--- config.mk ---
export PLATFORM = sky130hd
export DESIGN_NAME = kps_dist
export DESIGN_NICKNAME = d
export VERILOG_FILES = /design/src/rtl/core/kps_pkg.sv /design/src/rtl/core/kps_dist.sv
export SDC_FILE = /design/constraint.sdc
export NUM_CORES = 2
export LEC_CHECK = 0
export BUFFER_PORTS_ARGS = -buffer_cell sky130_fd_sc_hd__clkbuf_2
export CAP_MARGIN = 20
export CORE_ASPECT_RATIO = 1.5
export CORE_MARGIN = 2
export CORE_UTILIZATION = 48
export DETAILED_ROUTE_END_ITERATION = 10
export GPL_TIMING_DRIVEN = 0
export PLACE_DENSITY_LB_ADDON = 0.25
export RECOVER_POWER = 50
export REMOVE_ABC_BUFFERS = 1
export SLEW_MARGIN = 5
export SYNTH_ARGS = -nofsm -noshare
export SYNTH_HDL_FRONTEND = slang
export SYNTH_SLANG_ARGS = --single-unit
--- constraint.sdc ---
create_clock -name clock -period 6.2 [get_ports clock]
set_clock_uncertainty 0.2 [all_clocks]
set_input_delay 0.31 -clock clock [delete_from_list [all_inputs] [get_ports clock]]
set_output_delay 0.31 -clock clock [all_outputs]
set_load 0.01 [all_outputs]
--- src/rtl/core/kps_pkg.sv ---
// Shared types and constants for the k nearest points select unit.
package kps_pkg;

   localparam int COORD_W    = 16;
   localparam int DIST_W     = 32;
   localparam int WANT_W     = 7;
   localparam int RESULT_CAP = 64;

   typedef struct packed {
      logic signed [COORD_W-1:0] point_x;
      logic signed [COORD_W-1:0] point_y;
      logic                      last_point;
   } req_type;

   typedef struct packed {
      logic signed [COORD_W-1:0] near_x;
      logic signed [COORD_W-1:0] near_y;
      logic                      last_result;
      logic                      points_dropped;
   } rsp_type;

   typedef struct packed {
      logic signed [COORD_W-1:0] x;
      logic signed [COORD_W-1:0] y;
   } point_type;

   typedef enum logic [1:0] {
      ST_LOAD,
      ST_SCAN,
      ST_FLUSH
   } state_type;

endpackage

--- src/rtl/core/kps_dist.sv ---
// Squared-distance pipeline with eligibility check against the previous pick.
module kps_dist #(
   parameter int AW = 10
) (
   input  logic                        clock,
   input  logic                        reset,
   input  logic                        in_valid,
   input  kps_pkg::point_type          in_point,
   input  logic [AW-1:0]               in_idx,
   input  logic                        has_prev,
   input  logic [kps_pkg::DIST_W-1:0]  prev_dist,
   input  logic [AW-1:0]               prev_idx,
   output logic                        out_valid,
   output kps_pkg::point_type          out_point,
   output logic [AW-1:0]               out_idx,
   output logic [kps_pkg::DIST_W-1:0]  out_dist,
   output logic                        out_elig,
   output logic                        busy
);

   localparam int SQ_W = kps_pkg::DIST_W - 1;

   logic signed [2*kps_pkg::COORD_W-1:0] prod_x;
   logic signed [2*kps_pkg::COORD_W-1:0] prod_y;

   logic                       v1_ff, v2_ff, v3_ff;
   kps_pkg::point_type         p1_ff, p2_ff, p3_ff;
   logic [AW-1:0]              i1_ff, i2_ff, i3_ff;
   logic [SQ_W-1:0]            sqx_ff, sqy_ff;
   logic [kps_pkg::DIST_W-1:0] d2_ff, d3_ff;
   logic                       elig_ff;
   logic                       elig_in;

   assign prod_x = in_point.x * in_point.x;
   assign prod_y = in_point.y * in_point.y;

   assign elig_in = !has_prev || (d2_ff > prev_dist) ||
                    ((d2_ff == prev_dist) && (i2_ff > prev_idx));

   always_ff @(posedge clock) begin
      if (reset) begin
         v1_ff <= 1'b0;
         v2_ff <= 1'b0;
         v3_ff <= 1'b0;
      end else begin
         v1_ff <= in_valid;
         v2_ff <= v1_ff;
         v3_ff <= v2_ff;
      end
   end

   always_ff @(posedge clock) begin
      sqx_ff  <= prod_x[SQ_W-1:0];
      sqy_ff  <= prod_y[SQ_W-1:0];
      p1_ff   <= in_point;
      i1_ff   <= in_idx;
      d2_ff   <= kps_pkg::DIST_W'(sqx_ff) + kps_pkg::DIST_W'(sqy_ff);
      p2_ff   <= p1_ff;
      i2_ff   <= i1_ff;
      d3_ff   <= d2_ff;
      p3_ff   <= p2_ff;
      i3_ff   <= i2_ff;
      elig_ff <= elig_in;
   end

   assign out_valid = v3_ff;
   assign out_point = p3_ff;
   assign out_idx   = i3_ff;
   assign out_dist  = d3_ff;
   assign out_elig  = elig_ff;
   assign busy      = v1_ff | v2_ff | v3_ff;

endmodule

== Yosys cells after proc, flatten, opt, wreduce, memory -nomap -nowiden ==
Cells that the tools add are included.
Storage, ports and cells
  output and inout port bits: 77
  bits of input ports: 88
  bits in registers: 256
  word-level logic and storage cells: 29
Operators by class
  $add $sub $neg: 1
  bitwise gates (word level): 2
  order comparisons: 2
  multipliers: 2
  eq/ne operators: 1
  reduce and logical (&&, ||, !) cells: 4
Operator list (count)
  16-bit by 16-bit multiplier with 31-bit output: 2
  31-bit by 31-bit adder with 32-bit output: 1
  32-bit equality test: 1
  32-bit greater-than comparator: 1
  10-bit greater-than comparator: 1
  1-bit logical OR: 2
  1-bit bitwise OR: 2
  1-bit logical AND: 1
  1-bit logical NOT: 1

== Logic depth before layout (Yosys ltp) ==
  depth in word-level cells: 3
  gate-level depth with buffers: 24
  depth with buffers taken out: 23

== Worst setup path before layout ==
OpenSTA, ideal clock, no wires.
  path kind: input -> register
  from: input port in_point[31] (netlist bit)
  to: register sqx_ff[30]
  setup time: 0.121 ns
  buffers on the path: 2
  stages on the path: 23
  arrival time: 5.906 ns
  path slack: -0.027 ns
  required time: 5.879 ns
  cells stage by stage: clkbuf_1 -> inv_1 -> clkbuf_1 -> nor2_1 -> fa_1 -> inv_1 -> fa_1 -> inv_1 -> fa_1 -> fa_1 -> fa_1 -> inv_1 -> fa_1 -> inv_1 -> ha_1 -> and3_1 -> nand2_1 -> nor2_1 -> a2bb2oi_1 -> a31oi_1 -> a21oi_1 -> o21ai_2 -> xnor2_1
On the way
  word-level cells in the longest chain between the ends: 1
RTL lines
  from (decl): RTL line kps_dist.sv:8  | input kps_pkg::point_type in_point,
  16-bit by 16-bit multiplier with 31-bit output: RTL line kps_dist.sv:34  | assign prod_x = in_point.x * in_point.x;
  net prod_x (one bit): RTL line kps_dist.sv:23  | logic signed [2*kps_pkg::COORD_W-1:0] prod_x;
  to (signal assigned): RTL line kps_dist.sv:53  | sqx_ff <= prod_x[SQ_W-1:0];
  to (decl): RTL line kps_dist.sv:29  | logic [SQ_W-1:0] sqx_ff, sqy_ff;
The timed path passes the listed nets, and every way through them passes these cells.
A chain may end at the register's enable or synchronous reset.

== Worst setup path after layout ==
  from: input port in_point[19] (netlist bit)
  to: register sqx_ff[30]
The elaborated chain is that of the path after synthesis.

==> impl_metrics.tcl <==
set metrics [dict create \
    status "complete, no violations" \
    grt_start_max_net_pins 23 \
    cp.arrival_ns 6.39 \
    async_flop_share_pct 0 \
    ys_types 81 \
    wl_um 54600 \
    route.top_layer_used "met4" \
    via_per_inst 5.00 \
    grt_pass1_wl_um 90100 \
    clk_latency_ns 0.58 \
    period_share_pct 98.1 \
    min_period_ns 6.08 \
    antenna_left 0 \
    max_stage_delay_ns 0.53 \
    numCtsBuffers 26 \
    synth-edff-count 0 \
    r2r_cells 7 \
    drive_gt1_share_pct 10.3 \
    grt-ovfl-total 0 \
    cp_common_cell "fa_1" \
    layout_commonest_cell "inv_1" \
    htreeDepth 1 \
    io-pin-count 165 \
    syn_area_per_cell_um2 9.89 \
    wl_per_cell_um 15.9 \
    start_util_pct 48.6 \
    grt_antenna_before_repair 2 \
    drt_iter0_drc 743 \
    critPathSlowestCell "fa_2" \
    dp_hpwl_um 44100 \
    wl_met1_um 20800 \
    relSlewSlack_pct 40.6 \
    fin_tns_setup_ns 0 \
    hold_path_class "input port to flip-flop" \
    rsz0062_at_grt "yes" \
    wl_met2_um 29900 \
    maxCapViolCount 0 \
    dieArea_mm2 0.0544 \
    post-route-drc-count 0 \
    grt_use_total_pct 20.9 \
    cts_tree "yes" \
    ys_warn_count 0 \
    areaGrowthSynthToFinish_pct 11.8 \
    firstDrtPassIters 5 \
    crit_path_end_kind "flip-flop" \
    wl_met3_um 2330 \
    whs_path_depth 1 \
    final_nets 3530 \
    worst_pin_slew_ns 0.885 \
    num_vias 17200 \
    cp_cell_sequence "clkbuf_2 -> clkinvlp_4 -> nor2_1 -> fa_2 -> inv_1 -> fa_2 -> inv_2 -> fa_1 -> fa_1 -> fa_1 -> inv_1 -> fa_1 -> inv_1 -> ha_1 -> and3_1 -> nand2_1 -> nor3_1 -> o21ai_1 -> a31oi_1 -> a21oi_1 -> o21ai_2 -> xnor2_1" \
    final_cell_mix "695 x inv_1, 455 x fa_1, 252 x dfxtp_1" \
    ys.flop_type "dfxtp_1" \
    gp_congestion 0.847 \
    max_freq_ghz 0.164 \
    root_buffer "clkbuf_16" \
    antenna_cells 0 \
    synthCells 2547 \
    cp.required_ns 6.51 \
    mappedNetlistArea_mm2 0.0252 \
    finalHoldViolCount 0 \
    port_buffers 164 \
    coreArea_mm2 0.0518 \
    setup_violations 0 \
    slew_viol_final 0 \
    clock_path_buffers 3 \
    grt_pass1_vias 19200 \
    clk_pin_slew_ns 0.06 \
    cts.sinks 252 \
    cp-start-kind "input port" \
    ys_seq_elements 252 \
    die_w_um 191 \
    seq_area_frac_synth_pct 20.0 \
    cp_max_fo 15 \
    std_cell_rows 102 \
    path_class "input port to flip-flop" \
    die_h_um 285 \
]
## routing by layer
metal,GRT usage [%],vias up
li1,-,8045
met1,23.6,8634
met2,40.5,390
met3,2.21,92
met4,6.65,0
met5,0,-
## cell type report
type | instances | area [µm²]
Clock buffer | 30 | 696
Inverter | 706 | 2680
Timing Repair Buffer | 212 | 1300
Sequential cell | 252 | 5040
Tap cell | 676 | 846
Clock inverter | 17 | 263
Fill cell | 4720 | 23600
Multi-Input combinational cell | 1541 | 17300
## state kept, by name, summed over array words and instances, names as in the netlist
register	count
p2_ff	32
d2_ff	32
out_point	32
i1_ff	10
out_valid	1
out_dist	32
out_idx	10
out_elig	1
v1_ff	1
p1_ff	30
i2_ff	10
sqy_ff	30
v2_ff	1
sqx_ff	30
## worst paths after layout
check                     from                  to  slack (ns)
max               in_point[19]  sqx_ff[30]$_DFF_P_        0.12
min               in_point[22]   p1_ff[22]$_DFF_P_        0.03
max reg2reg  d2_ff[31]$_DFF_P_    out_elig$_DFF_P_        3.47
min reg2reg  p1_ff[26]$_DFF_P_   p2_ff[26]$_DFF_P_        0.12
## cell usage after synthesis (all sizes together), types with 14 or more instances
| cell | n | area share, % |
|---|---|---|
| and3 | 14 | 0.37 |
| nand2 | 178 | 2.7 |
| and2 | 64 | 1.6 |
| nor2 | 114 | 1.7 |
| o21bai | 14 | 0.43 |
| nor3 | 18 | 0.40 |
| nor2b | 19 | 0.47 |
| ha | 245 | 12 |
| fa | 458 | 36 |
| dfxtp | 252 | 20 |
| a21o | 44 | 1.3 |
| a21oi | 75 | 1.5 |
| xnor2 | 86 | 3.0 |
| xor2 | 24 | 0.83 |
| o21ai | 39 | 0.88 |
| nand3 | 20 | 0.42 |
| clkbuf | 47 | 0.70 |
| inv | 702 | 10 |
## per-stage QoR
step	hold WS, ns	util [%]	area, µm²	setup WS, ns	cells
6_report	0.0303	54.4	28200	0.118	3434
5_1_grt	0.0224	54.4	28200	-0.0787	3434
4_1_cts	0.00840	54.3	28100	0.0483	3432
3_5_place_dp	0.112	51.5	26700	-1.11	3339
3_3_place_gp	0.110	51.5	26700	-1.04	3339
2_1_floorplan	0.110	-	25000	0.126	2499
## timing repair
item	4_1_cts	5_1_grt
gates resized for setup	13	13
buffers inserted	5	2
endpoints found under the hold margin	42	0
endpoints found under the setup margin	7	9
pin swaps	0	0
hold buffers	41	0
## kinds of logic (layout without fill, tap and decap cells)
| family | after synthesis | after routing | synth area share, % |
|---|---|---|---|
| AO/OA/AOI/OAI | 251 | 251 | 7.34 |
| XOR/XNOR | 110 | 110 | 3.82 |
| adder cells (fa/ha/maj) | 703 | 703 | 48.6 |
| buffers and inverters | 754 | 965 | 11.2 |
| flip-flops | 252 | 252 | 20.0 |
| multiplexers | 2 | 2 | 0.0894 |
| AND/OR/NAND/NOR | 475 | 475 | 8.92 |
## worst max-delay path: cells and delay by family
kind | cells | cell delay (ns)
xor gates and xnor gates | 1 | 0.12
and+or+nand+nor | 4 | 0.82
buffers and inverters | 6 | 1.03
adders and majority gates | 7 | 3.28
AOI/OAI and AO/OA | 4 | 0.81
Power is not shown: default switching activity piles up to over one toggle a cycle in this logic, so the estimate is an artifact.
